`src/design/assert_macros.svh`:
```
// ----------------------------------------------------------------------------
// Assertion macros
// Shared concurrent assertion forms, compiled out with NO_ASSERTIONS.
// ----------------------------------------------------------------------------
`ifndef ASSERT_MACROS_SVH
`define ASSERT_MACROS_SVH

`ifndef NO_ASSERTIONS

// Property must hold at every clock edge outside reset.
`define AST_PROP(name, clk, rstn, prop) \
    name: assert property (@(posedge clk) disable iff (!(rstn)) (prop)) \
        else $error("%m: assertion failed");

// Condition must never be true outside reset.
`define AST_NEVER(name, clk, rstn, cond) \
    name: assert property (@(posedge clk) disable iff (!(rstn)) !(cond)) \
        else $error("%m: forbidden condition seen");

`else

`define AST_PROP(name, clk, rstn, prop)
`define AST_NEVER(name, clk, rstn, cond)

`endif

`endif

```
`src/design/cbp_pkg.sv`:
```
// ----------------------------------------------------------------------------
// cbp_pkg
// Constants and types shared by the CSV field parser files.
// ----------------------------------------------------------------------------
package cbp_pkg;

    // Default parameter values.
    localparam int INDEX_BITS_DEF = 16;
    localparam int COUNT_BITS_DEF = 12;

    // Field and register widths.
    localparam int BYTE_BITS     = 8;
    localparam int MAXCH_BITS    = 12;
    localparam int GRID_BITS     = 16;
    localparam int CFG_ADDR_BITS = 2;
    localparam int CFG_DATA_BITS = 16;

    // Configuration register indexes.
    localparam logic [CFG_ADDR_BITS-1:0] CFG_MAX_FIELD_CHARS = 2'd0;
    localparam logic [CFG_ADDR_BITS-1:0] CFG_GRID_ROWS       = 2'd1;
    localparam logic [CFG_ADDR_BITS-1:0] CFG_GRID_COLS       = 2'd2;

    // Configuration reset values.
    localparam logic [MAXCH_BITS-1:0] MAX_FIELD_CHARS_RST = 12'd255;
    localparam logic [GRID_BITS-1:0]  GRID_ROWS_RST       = 16'd100;
    localparam logic [GRID_BITS-1:0]  GRID_COLS_RST       = 16'd26;

    // Special characters.
    localparam logic [BYTE_BITS-1:0] CH_QUOTE = 8'h22;
    localparam logic [BYTE_BITS-1:0] CH_COMMA = 8'h2C;
    localparam logic [BYTE_BITS-1:0] CH_LF    = 8'h0A;
    localparam logic [BYTE_BITS-1:0] CH_CR    = 8'h0D;

    // Per-transaction result flags.
    typedef struct packed {
        logic char_valid;
        logic field_end;
        logic field_empty;
        logic row_end;
        logic input_end;
        logic in_grid;
    } t_flags;

endpackage

```
`src/design/cbp_in_if.sv`:
```
// ----------------------------------------------------------------------------
// cbp_in_if
// Byte channel into the CSV field parser.
// ----------------------------------------------------------------------------
interface cbp_in_if;
    logic       valid;
    logic       ready;
    logic [7:0] data_byte;
    logic       end_mark;

    modport source (output valid, output data_byte, output end_mark, input ready);
    modport sink   (input valid, input data_byte, input end_mark, output ready);
endinterface

```
`src/design/cbp_out_if.sv`:
```
// ----------------------------------------------------------------------------
// cbp_out_if
// Result channel out of the CSV field parser.
// ----------------------------------------------------------------------------
interface cbp_out_if #(
    parameter int INDEX_BITS = 16
);
    logic                  valid;
    logic                  ready;
    logic [7:0]            char_out;
    logic                  char_valid;
    logic                  field_end;
    logic                  field_empty;
    logic                  row_end;
    logic                  input_end;
    logic [INDEX_BITS-1:0] row_index;
    logic [INDEX_BITS-1:0] col_index;
    logic                  in_grid;

    modport source (
        output valid, output char_out, output char_valid, output field_end,
        output field_empty, output row_end, output input_end, output row_index,
        output col_index, output in_grid, input ready
    );
    modport sink (
        input valid, input char_out, input char_valid, input field_end,
        input field_empty, input row_end, input input_end, input row_index,
        input col_index, input in_grid, output ready
    );
endinterface

```
`src/design/cbp_parser.sv`:
```
// ----------------------------------------------------------------------------
// cbp_parser
// Parser state, field character count and row/column counters. Computes the
// result of the presented byte and advances its state when it is accepted.
// ----------------------------------------------------------------------------
module cbp_parser #(
    parameter int INDEX_BITS = 16,
    parameter int COUNT_BITS = 12
) (
    input  logic                           i_clk,
    input  logic                           i_rst_n,
    input  logic                           i_accept,
    input  logic [7:0]                     i_data_byte,
    input  logic                           i_end_mark,
    input  logic [cbp_pkg::MAXCH_BITS-1:0] i_max_field_chars,
    input  logic [cbp_pkg::GRID_BITS-1:0]  i_grid_rows,
    input  logic [cbp_pkg::GRID_BITS-1:0]  i_grid_cols,
    output logic [7:0]                     o_char_out,
    output cbp_pkg::t_flags                o_flags,
    output logic [INDEX_BITS-1:0]          o_row_index,
    output logic [INDEX_BITS-1:0]          o_col_index
);
    import cbp_pkg::*;

    localparam int CNT_CMP_BITS  = (COUNT_BITS > MAXCH_BITS) ? COUNT_BITS : MAXCH_BITS;
    localparam int GRID_CMP_BITS = (INDEX_BITS > GRID_BITS) ? INDEX_BITS : GRID_BITS;

    typedef enum logic [2:0] {
        ST_START,
        ST_PLAIN,
        ST_QUOTED,
        ST_QSEEN,
        ST_QCR
    } t_state;

    t_state                r_state, n_state;
    logic [COUNT_BITS-1:0] r_count, n_count;
    logic [INDEX_BITS-1:0] r_row, n_row;
    logic [INDEX_BITS-1:0] r_col, n_col;

    logic store_req;
    logic can_store;
    logic char_ok;
    logic fend;
    logic rend;
    logic empty;

    assign can_store = (CNT_CMP_BITS'(r_count) < CNT_CMP_BITS'(i_max_field_chars))
                       && (r_count != '1);
    assign char_ok   = store_req && can_store;
    assign empty     = (r_count == '0);

    always_comb begin
        n_state   = r_state;
        store_req = 1'b0;
        fend      = 1'b0;
        rend      = 1'b0;
        if (i_end_mark) begin
            if (r_state != ST_START) begin
                fend = 1'b1;
                // An unterminated quoted field does not close its row.
                rend = (r_state != ST_QUOTED);
            end
        end else begin
            case (r_state)
                ST_START, ST_PLAIN: begin
                    if (r_state == ST_START && i_data_byte == CH_QUOTE) begin
                        n_state = ST_QUOTED;
                    end else if (i_data_byte == CH_COMMA) begin
                        fend = 1'b1;
                    end else if (i_data_byte == CH_LF) begin
                        fend = 1'b1;
                        rend = 1'b1;
                    end else if (i_data_byte == CH_CR) begin
                        n_state = ST_PLAIN;
                    end else begin
                        store_req = 1'b1;
                        n_state   = ST_PLAIN;
                    end
                end
                ST_QUOTED: begin
                    if (i_data_byte == CH_QUOTE) begin
                        n_state = ST_QSEEN;
                    end else begin
                        store_req = 1'b1;
                    end
                end
                ST_QSEEN: begin
                    if (i_data_byte == CH_QUOTE) begin
                        store_req = 1'b1;
                        n_state   = ST_QUOTED;
                    end else if (i_data_byte == CH_CR) begin
                        n_state = ST_QCR;
                    end else begin
                        fend = 1'b1;
                        rend = (i_data_byte == CH_LF);
                    end
                end
                default: begin
                    fend = 1'b1;
                    rend = (i_data_byte == CH_LF);
                end
            endcase
        end
        // A finished field or the end of input returns the parser to field start.
        if (fend || i_end_mark) begin
            n_state = ST_START;
        end
    end

    always_comb begin
        n_count = char_ok ? r_count + 1'b1 : r_count;
        n_row   = r_row;
        n_col   = r_col;
        if (fend) begin
            n_count = '0;
            if (rend) begin
                n_row = (r_row != '1) ? r_row + 1'b1 : r_row;
                n_col = '0;
            end else begin
                n_col = (r_col != '1) ? r_col + 1'b1 : r_col;
            end
        end
        if (i_end_mark) begin
            n_count = '0;
            n_row   = '0;
            n_col   = '0;
        end
    end

    always_ff @(posedge i_clk) begin
        if (!i_rst_n) begin
            r_state <= ST_START;
            r_count <= '0;
            r_row   <= '0;
            r_col   <= '0;
        end else if (i_accept) begin
            r_state <= n_state;
            r_count <= n_count;
            r_row   <= n_row;
            r_col   <= n_col;
        end
    end

    assign o_char_out          = char_ok ? i_data_byte : 8'h00;
    assign o_flags.char_valid  = char_ok;
    assign o_flags.field_end   = fend;
    assign o_flags.field_empty = fend && empty;
    assign o_flags.row_end     = rend;
    assign o_flags.input_end   = i_end_mark;
    assign o_flags.in_grid     = fend && !empty
                                 && (GRID_CMP_BITS'(r_row) < GRID_CMP_BITS'(i_grid_rows))
                                 && (GRID_CMP_BITS'(r_col) < GRID_CMP_BITS'(i_grid_cols));
    assign o_row_index         = r_row;
    assign o_col_index         = r_col;

endmodule

```
`src/design/csv_byte_stream_field_parser.sv`:
```
// ----------------------------------------------------------------------------
// csv_byte_stream_field_parser
// CSV byte parser reporting stored characters, field and row boundaries.
// ----------------------------------------------------------------------------
//  Channel   Direction  Transaction carries
//  i_byte    in         data_byte, end_mark
//  o_field   out        char_out, flags, row_index, col_index, in_grid
//  i_cfg_*   in         register index and data, one write per cycle
//
//  One byte per cycle while the output is not stalled: the parser state update
//  and the result are one level of logic from the state registers into the
//  output register. A result appears in the cycle after its byte is accepted.
//  i_byte.ready stays high while the output register is empty or being taken.
//  Synchronous reset clears parser state and counters, loads config defaults.
// ----------------------------------------------------------------------------
`include "assert_macros.svh"

module csv_byte_stream_field_parser #(
    parameter int INDEX_BITS = cbp_pkg::INDEX_BITS_DEF,
    parameter int COUNT_BITS = cbp_pkg::COUNT_BITS_DEF
) (
    input  logic                              i_clk,
    input  logic                              i_rst_n,
    input  logic                              i_cfg_we,
    input  logic [cbp_pkg::CFG_ADDR_BITS-1:0] i_cfg_addr,
    input  logic [cbp_pkg::CFG_DATA_BITS-1:0] i_cfg_data,
    cbp_in_if.sink                            i_byte,
    cbp_out_if.source                         o_field
);
    import cbp_pkg::*;

    logic [MAXCH_BITS-1:0] r_max_field_chars;
    logic [GRID_BITS-1:0]  r_grid_rows;
    logic [GRID_BITS-1:0]  r_grid_cols;

    logic                  r_out_valid;
    logic [7:0]            r_char;
    t_flags                r_flags;
    logic [INDEX_BITS-1:0] r_row;
    logic [INDEX_BITS-1:0] r_col;

    logic                  in_ready;
    logic                  in_accept;
    logic [7:0]            n_char;
    t_flags                n_flags;
    logic [INDEX_BITS-1:0] n_row;
    logic [INDEX_BITS-1:0] n_col;

    assign in_ready  = !r_out_valid || o_field.ready;
    assign in_accept = i_byte.valid && in_ready;

    always_ff @(posedge i_clk) begin
        if (!i_rst_n) begin
            r_max_field_chars <= MAX_FIELD_CHARS_RST;
            r_grid_rows       <= GRID_ROWS_RST;
            r_grid_cols       <= GRID_COLS_RST;
        end else if (i_cfg_we) begin
            case (i_cfg_addr)
                CFG_MAX_FIELD_CHARS: r_max_field_chars <= i_cfg_data[MAXCH_BITS-1:0];
                CFG_GRID_ROWS:       r_grid_rows       <= i_cfg_data[GRID_BITS-1:0];
                CFG_GRID_COLS:       r_grid_cols       <= i_cfg_data[GRID_BITS-1:0];
                default: ;
            endcase
        end
    end

    cbp_parser #(
        .INDEX_BITS (INDEX_BITS),
        .COUNT_BITS (COUNT_BITS)
    ) u_parser (
        .i_clk             (i_clk),
        .i_rst_n           (i_rst_n),
        .i_accept          (in_accept),
        .i_data_byte       (i_byte.data_byte),
        .i_end_mark        (i_byte.end_mark),
        .i_max_field_chars (r_max_field_chars),
        .i_grid_rows       (r_grid_rows),
        .i_grid_cols       (r_grid_cols),
        .o_char_out        (n_char),
        .o_flags           (n_flags),
        .o_row_index       (n_row),
        .o_col_index       (n_col)
    );

    always_ff @(posedge i_clk) begin
        if (!i_rst_n) begin
            r_out_valid <= 1'b0;
        end else if (in_accept) begin
            r_out_valid <= 1'b1;
        end else if (o_field.ready) begin
            r_out_valid <= 1'b0;
        end
    end

    always_ff @(posedge i_clk) begin
        if (in_accept) begin
            r_char  <= n_char;
            r_flags <= n_flags;
            r_row   <= n_row;
            r_col   <= n_col;
        end
    end

    assign i_byte.ready        = in_ready;
    assign o_field.valid       = r_out_valid;
    assign o_field.char_out    = r_char;
    assign o_field.char_valid  = r_flags.char_valid;
    assign o_field.field_end   = r_flags.field_end;
    assign o_field.field_empty = r_flags.field_empty;
    assign o_field.row_end     = r_flags.row_end;
    assign o_field.input_end   = r_flags.input_end;
    assign o_field.row_index   = r_row;
    assign o_field.col_index   = r_col;
    assign o_field.in_grid     = r_flags.in_grid;

    // An end mark always yields a result flagged as the end of input.
    `AST_PROP(a_end_reported, i_clk, i_rst_n, (in_accept && i_byte.end_mark) |=> (r_out_valid && r_flags.input_end))
    // A stored character never coincides with a field boundary.
    `AST_NEVER(a_char_not_at_end, i_clk, i_rst_n, r_out_valid && r_flags.char_valid && r_flags.field_end)
    // Row end, empty and in-grid are only reported with a field end.
    `AST_NEVER(a_flags_need_end, i_clk, i_rst_n, r_out_valid && !r_flags.field_end && (r_flags.row_end || r_flags.field_empty || r_flags.in_grid))
    // An in-grid field is never empty.
    `AST_NEVER(a_grid_not_empty, i_clk, i_rst_n, r_out_valid && r_flags.in_grid && r_flags.field_empty)

endmodule
```
`src/flat_wrapper.sv`:
```
// flat-port wrapper written by rule: the top's interface ports become plain ports
module csv_byte_stream_field_parser_flat import cbp_pkg::*;
#(
    parameter int INDEX_BITS = cbp_pkg::INDEX_BITS_DEF,
    parameter int COUNT_BITS = cbp_pkg::COUNT_BITS_DEF
)
  (i_clk, i_rst_n, i_cfg_we, i_cfg_addr, i_cfg_data, i_byte_valid, i_byte_data_byte, i_byte_end_mark, i_byte_ready, o_field_valid, o_field_char_out, o_field_char_valid, o_field_field_end, o_field_field_empty, o_field_row_end, o_field_input_end, o_field_row_index, o_field_col_index, o_field_in_grid, o_field_ready);
  cbp_in_if i_byte_i ();
  cbp_out_if #(.INDEX_BITS(INDEX_BITS)) o_field_i ();
  input  logic i_clk;
  input  logic i_rst_n;
  input  logic i_cfg_we;
  input  logic [cbp_pkg::CFG_ADDR_BITS-1:0] i_cfg_addr;
  input  logic [cbp_pkg::CFG_DATA_BITS-1:0] i_cfg_data;
  input wire logic [$bits(i_byte_i.valid)-1:0] i_byte_valid;
  input wire logic [$bits(i_byte_i.data_byte)-1:0] i_byte_data_byte;
  input wire logic [$bits(i_byte_i.end_mark)-1:0] i_byte_end_mark;
  output wire logic [$bits(i_byte_i.ready)-1:0] i_byte_ready;
  output wire logic [$bits(o_field_i.valid)-1:0] o_field_valid;
  output wire logic [$bits(o_field_i.char_out)-1:0] o_field_char_out;
  output wire logic [$bits(o_field_i.char_valid)-1:0] o_field_char_valid;
  output wire logic [$bits(o_field_i.field_end)-1:0] o_field_field_end;
  output wire logic [$bits(o_field_i.field_empty)-1:0] o_field_field_empty;
  output wire logic [$bits(o_field_i.row_end)-1:0] o_field_row_end;
  output wire logic [$bits(o_field_i.input_end)-1:0] o_field_input_end;
  output wire logic [$bits(o_field_i.row_index)-1:0] o_field_row_index;
  output wire logic [$bits(o_field_i.col_index)-1:0] o_field_col_index;
  output wire logic [$bits(o_field_i.in_grid)-1:0] o_field_in_grid;
  input wire logic [$bits(o_field_i.ready)-1:0] o_field_ready;
  assign i_byte_i.valid = i_byte_valid;
  assign i_byte_i.data_byte = i_byte_data_byte;
  assign i_byte_i.end_mark = i_byte_end_mark;
  assign i_byte_ready = i_byte_i.ready;
  assign o_field_valid = o_field_i.valid;
  assign o_field_char_out = o_field_i.char_out;
  assign o_field_char_valid = o_field_i.char_valid;
  assign o_field_field_end = o_field_i.field_end;
  assign o_field_field_empty = o_field_i.field_empty;
  assign o_field_row_end = o_field_i.row_end;
  assign o_field_input_end = o_field_i.input_end;
  assign o_field_row_index = o_field_i.row_index;
  assign o_field_col_index = o_field_i.col_index;
  assign o_field_in_grid = o_field_i.in_grid;
  assign o_field_i.ready = o_field_ready;
  csv_byte_stream_field_parser #(.INDEX_BITS(INDEX_BITS), .COUNT_BITS(COUNT_BITS)) u_core (.i_clk(i_clk), .i_rst_n(i_rst_n), .i_cfg_we(i_cfg_we), .i_cfg_addr(i_cfg_addr), .i_cfg_data(i_cfg_data), .i_byte(i_byte_i), .o_field(o_field_i));
endmodule
```
`config.mk`:
```
export PLATFORM = sky130hd
export DESIGN_NAME = csv_byte_stream_field_parser_flat
export DESIGN_NICKNAME = d
export VERILOG_FILES = /design/src/design/cbp_pkg.sv /design/src/design/cbp_in_if.sv /design/src/design/cbp_out_if.sv /design/src/design/cbp_parser.sv /design/src/design/csv_byte_stream_field_parser.sv /design/src/flat_wrapper.sv
export VERILOG_INCLUDE_DIRS = /design/src /design/src/design
export SDC_FILE = /design/constraint.sdc
export NUM_CORES = 1
export LEC_CHECK = 0
export BUFFER_PORTS_ARGS = -buffer_cell sky130_fd_sc_hd__clkbuf_2
export CAP_MARGIN = 20
export CORE_MARGIN = 2
export CORE_UTILIZATION = 50
export DETAILED_ROUTE_END_ITERATION = 10
export GPL_ROUTABILITY_DRIVEN = 0
export PLACE_DENSITY = 0.72
export SYNTH_ARGS = -nofsm -noshare
export SYNTH_HDL_FRONTEND = slang
export SYNTH_SLANG_ARGS = --single-unit
```
`constraint.sdc`:
```
create_clock -name i_clk -period 2.8 [get_ports i_clk]
set_input_delay 0.42 -clock i_clk [delete_from_list [all_inputs] [get_ports i_clk]]
set_output_delay 0.42 -clock i_clk [all_outputs]
set_load 0.05 [all_outputs]
```
[Word level (Yosys, flattened, before mapping)]
Cells that the tools add are included.
Storage, ports and cells
  register bits after elaboration: 138
  input port bits: 32
  output and inout bits: 48
  word-level logic and storage cells: 116
Cells by class
  add/sub/neg operators: 3
  $lt $le $gt $ge: 3
  equality and inequality tests: 18
  muxes and demuxes: 44
  reductions and logical operators: 31
Operators by type and width (count)
  16-bit two-way mux: 8
  12-bit two-way mux: 3
  16-bit by 1-bit adder with 16-bit output (second input constant): 2
  16-bit < comparator: 2
  16-bit != test (second input constant): 2
  3-bit two-way mux: 8
  1-bit two-way mux: 21
  8-bit by 4-bit equality test with 1-bit output (second input constant): 2
  8-bit by 6-bit equality test with 1-bit output (second input constant): 2
  12-bit by 1-bit adder with 12-bit output (second input constant): 1
  12-bit logical NOT: 1
  12-bit < comparator: 1
  12-bit != test (second input constant): 1
  4-bit != test (second input constant): 3
  1-bit one-hot mux with 3 select lines: 3
  3-bit one-hot mux with 3 select lines: 1
  3-bit nonzero test: 3
  1-bit logical AND: 8
  2-bit AND reduction: 4
  2-bit nonzero test: 4
  7-bit AND reduction: 1
  3-bit by 2-bit equality test with 1-bit output (second input constant): 2
  4-bit AND reduction: 1
  4-bit nonzero test: 1
  other kinds (12): 14

[Depth between registers and ports, before layout]
  word-level depth: 11
  mapped depth: 10
  mapped depth without buffers: 10

[Hierarchy]
Synthesis repeated with hierarchy kept, for this count alone.
Unflattened totals
  cells, all modules: 749
  area, all modules: 7206.9 um2
By module, submodules not included
  cbp_parser: times used 1, cells each 525, area an instance 3972.6 um2, seq. area each 940.9 um2
  csv_byte_stream_field_parser: times used 1, cells each 224, area an instance 3234.4 um2, seq. area each 2282.2 um2

[Least setup slack after synthesis]
OpenSTA, ideal clock, no wires.
  kind: reg2reg
  start point: register u_core.r_out_valid, in the netlist u_core.o_field.valid
  end point: register u_core.u_parser.r_row[10], in the netlist u_core.u_parser.o_row_index[10]
  library setup time: 0.128 ns
  arrival: 3.355 ns
  data required time: 2.672 ns
  setup slack: -0.683 ns
  cell stages (with the launch flop): 9
  buffers on the path: 2
  clock period less this slack: 3.483 ns
  cell sequence: dfxtp_1 nand2b_1 nand2_1 inv_1 clkbuf_1 nand2_1 nand2_1 clkbuf_1 nor2_1
Between the ends
  cells in the longest elaborated chain, start to end: 4
RTL lines
  start, declared: line csv_byte_stream_field_parser.sv:36  | logic r_out_valid;
  start signal, assigned: line csv_byte_stream_field_parser.sv:87  | r_out_valid <= 1'b0;
  start signal, assigned: line csv_byte_stream_field_parser.sv:89  | r_out_valid <= 1'b1;
  start signal, assigned: line csv_byte_stream_field_parser.sv:91  | r_out_valid <= 1'b0;
  1-bit logical NOT: line csv_byte_stream_field_parser.sv:49  | assign in_ready = !r_out_valid || o_field.ready;
  1-bit logical OR: line csv_byte_stream_field_parser.sv:49
  via i_byte_ready: line flat_wrapper.sv:18  | output wire logic [$bits(i_byte_i.ready)-1:0] i_byte_ready;
  1-bit logical AND: line csv_byte_stream_field_parser.sv:50  | assign in_accept = i_byte.valid && in_ready;
  via u_core.in_accept: line csv_byte_stream_field_parser.sv:43  | logic in_accept;
  4-bit AND reduction (no source line)
  end signal, assigned: line cbp_parser.sv:140  | r_row <= n_row;
  end, declared: line cbp_parser.sv:38  | logic [INDEX_BITS-1:0] r_row, n_row;
The timed path passes the listed nets, and every way through them passes these cells.
A chain may end at the register's enable or synchronous reset.

[Worst setup path after layout]
  start point: register u_core.u_parser.r_count[9]
  end point: register u_core.u_parser.r_count[8]
Between the ends
  cells in the longest elaborated chain, start to end: 5
  elaborated cells between the ends (all ways): 6
  classes of those cells: order compare (1); eq/ne (1); reduce/logical (4)
RTL lines
  start, declared: line cbp_parser.sv:37  | logic [COUNT_BITS-1:0] r_count, n_count;
  start signal, assigned: line cbp_parser.sv:139  | r_count <= n_count;
  12-bit < comparator or 12-bit != test (tied branches): line cbp_parser.sv:48, cbp_parser.sv:49
  1-bit logical AND (*): line cbp_parser.sv:49  | && (r_count != '1);
  1-bit logical AND (*): line cbp_parser.sv:50  | assign char_ok = store_req && can_store;
  3-bit nonzero test (no source line) (*)
  2-bit AND reduction (no source line) (*)
Mark *: on every way between the ends. The rest lies on a longest branch, timed or not.

==> results.md <==
* Outcome: finished, final reports clean
* Die Ht at 121 µm
* DR DRC count at 0
* Total GRT Usage at 22.7%
* CP Class: register to register
* # IOs at 80
* Antenna violations before repair at 0
* Type of origin of the critical path: register
* Slew HR at 44.9%
* Slew Viols, Final at 0
* CTS tree: built
* CP max stage cell: or4_1
* Setup violators final at 0
* CTS clk-pin slew, worst paths at 60 ps
* R2r worst-path depth at 8
* CP Capture Type: register
* R2R Path Start: u_core.u_parser.r_count[9]
* WP data required at 3150 ps
* Pwr/cell area at 592 nW/µm²
* Top cell type's share of synthesized area at 26.8%
* Worst skew pair latency at 430 ps
* Place WS at 295 ps
* Ys flop type: dfxtp_1
* Vias in the first global route at 5422
* Largest net degree at the start of global routing at 31
* Drt pass-1 iters at 5
* CP max stage delay at 530 ps
* Area delta synth->final at 16.3%
* Hold Vio Cnt, Final at 0
* Final Non-Filler Cells at 1010
* Drt wl/cell at 15.6 µm
* Max Cap Viol at 0
* Area contributors post-synth: dfxtp_1, edfxtp_1, ha_1, nand2_1, a21oi_1
* DRT iter0 DRCs at 423
* Crit path cell chain: ha_1, and3_2, o21ai_0, nand4_2, a21oi_4, nand2_2, or4_1, a31oi_1
* Final Net Count at 898
* Hold/Removal Path Class: input port to register
* Layout filler cell count at 1165
* Post-Syn Area at 6860 µm²
* Final period util at 89.7%
* Origin of the worst setup path: u_core.u_parser.r_count[9]
* DR vias/cell at 5.67
* Gate Count Post-Synth at 741
* Initial core utilization at 51.4%
* Final instance area at 7980 µm²
* Yosys top cell by area: dfxtp_1
* Ant diodes at 0
* RSZ-0062 raised after global routing: no
* VDD IR max at 0.000479 V
* Row cnt at 42
* CTS Hold Bufs at 0
* Inst Count DP at 978
* Seq/Total Area, Yosys at 47.0%
* Total Neg Setup Slack at 0 ps
* Fmax at 0.398 GHz
* Final WL at 15800 µm
* Worst Max-Slew Pin Slew at 819 ps
* Netlist cell types at 75
* Warnings, synthesis at 0
* DP HPWL at 11700 µm
* Via count at 5727
* Flops & latches, synth at 138
* Setup Skew at 6.51 ps
* H-Tree Depth at 4
* Post-synth EDFFs at 46
* CP arrival at 2860 ps
* Tmin final at 2510 ps
* Port Buffers at 79
* PnR worst setup slack at 289 ps
* Post-CTS sizing at 0
* Syn Nets at 818
* CTS Buf Count at 17
* Die Wd at 121 µm
* Async set-or-reset flop fraction in the synthesized netlist at 0%
* Endpoint, Worst Hold: u_core.o_field.valid
* Worst hold stages at 3
* Clock Path Buffers at 2
* FF-to-FF End: u_core.u_parser.r_count[8]
* Crit Path Max Fanout at 8
* ANT nets after route at 0
* CORE AREA at 13300 µm²
* DP Area at 7410 µm²
* Worst reg2reg setup slack at 290 ps
* Min-delay src: i_byte_valid
* Share of cells above drive strength 1 at 18.0%
* Postcts setup bufs at 0
* Grt ovf at 0
* Root Driver: clkbuf_16
* Die Area at 14700 µm²
* First-pass GRT wire length at 26100 µm
* P_leak at 3.17 nW
* Clock sink count at 138
* Mean post-synth cell area at 9.26 µm²
## worst max-delay path: cells and delay by family (launching register included)
family	cells	cell delay (ps)
simple gates	4	1010
flops	1	480
fa+ha+maj	1	290
compound gates	3	650
## where the power goes
group          leakage (nW)  total, W  internal, W  switching, W
clock network         0.276   0.00211      0.00130      0.000810
logic                  1.68  0.000447     0.000117      0.000330
registers              1.21   0.00216      0.00214     0.0000282
total                  3.17   0.00472      0.00355       0.00117
## cell usage in the layout (no fill, tap or decap), types with 5 or more instances in the layout
cell type	count
a211oi_1	9
clkbuf_16	19
clkbuf_2	79
ha_1	45
nand2_1	105
a21oi_1	59
nand3_1	24
edfxtp_1	46
nor3_1	16
and2_1	5
and3_1	15
nor4_1	11
o21ai_0	32
dfxtp_1	92
buf_4	14
a21o_1	7
inv_1	60
nor2_1	43
or3_1	8
a31oi_1	5
nand4_1	12
or4_1	5
xnor2_1	18
o211ai_1	14
## cells in the mapped netlist (8+ instances only)
cell	n
nor2_1	43
edfxtp_1	46
dfxtp_1	92
nor3_1	16
clkbuf_1	11
a211oi_1	9
o211ai_1	14
nand3_1	24
inv_1	61
buf_1	8
ha_1	45
nor4_1	11
a21oi_1	59
xnor2_1	18
and3_1	15
nand2_1	105
nand4_1	12
o21ai_0	32
or3_1	8
## kinds of logic (layout without fill, tap and decap cells)
group / Yosys count / count (layout) / synth area share, %
xor gates and xnor gates: 20 / 20 / 2.55
AOI/OAI and AO/OA: 157 / 157 / 14.7
and+or+nand+nor: 281 / 281 / 20.9
DFF: 138 / 138 / 47.0
buffers and inverters: 95 / 188 / 5.98
adders and majority gates: 45 / 45 / 8.20
muxes: 5 / 5 / 0.784
## registers in the layout, indices dropped and copies added, names as in the netlist
register	count
u_core.o_field.col_index	16
u_core.o_field.row_index	16
u_core.r_grid_cols	16
u_core.r_grid_rows	16
u_core.u_parser.o_col_index	16
u_core.u_parser.o_row_index	16
u_core.r_max_field_chars	12
u_core.u_parser.r_count	12
u_core.o_field.char_out	8
u_core.u_parser.r_state	3
u_core.o_field.char_valid	1
u_core.o_field.field_empty	1
u_core.o_field.field_end	1
u_core.o_field.in_grid	1
u_core.o_field.input_end	1
u_core.o_field.row_end	1
u_core.o_field.valid	1
## layer usage
layer / vias up / GRT usage (%) / part of all wire (%)
met2: 180 / 36.2 / 47
met4: 0 / 9.12 / 2.3
met5: - / 0 / 0
met1: 2712 / 30.0 / 45
met3: 34 / 5.08 / 6.1
li1: 2801 / - / -
## area by class of cell
| class | instances | area [µm²] | share of cell area [%] |
|---|---|---|---|
| Clock buffer | 26 | 532 | 6.66 |
| Multi-Input combinational cell | 508 | 3230 | 40.5 |
| Tap cell | 176 | 220 | 2.76 |
| Timing Repair Buffer | 93 | 500 | 6.27 |
| Clock inverter | 6 | 35.0 | 0.439 |
| Sequential cell | 138 | 3220 | 40.4 |
| Inverter | 63 | 236 | 2.96 |
## stage by stage
step | total power (W) | util [%] | hold slack, ps
2_1_floorplan | 0.00252 | - | 434
3_3_place_gp | 0.00264 | 55.5 | 446
3_5_place_dp | 0.00265 | 55.5 | 447
4_1_cts | 0.00475 | 59.8 | 212
5_1_grt | 0.00488 | 59.8 | 246
6_report | 0.00472 | 59.8 | 219
## worst max path at each step
stage                                       to  depth (start not counted)
2_1_floorplan  u_core.u_parser.o_row_index[10]                          8
3_3_place_gp       u_core.u_parser.r_count[10]                          8
3_5_place_dp        u_core.u_parser.r_count[8]                          8
4_1_cts             u_core.u_parser.r_count[8]                          8
5_1_grt             u_core.u_parser.r_count[8]                          8
6_report            u_core.u_parser.r_count[8]                          8
Power figures use the tool's default switching activity.
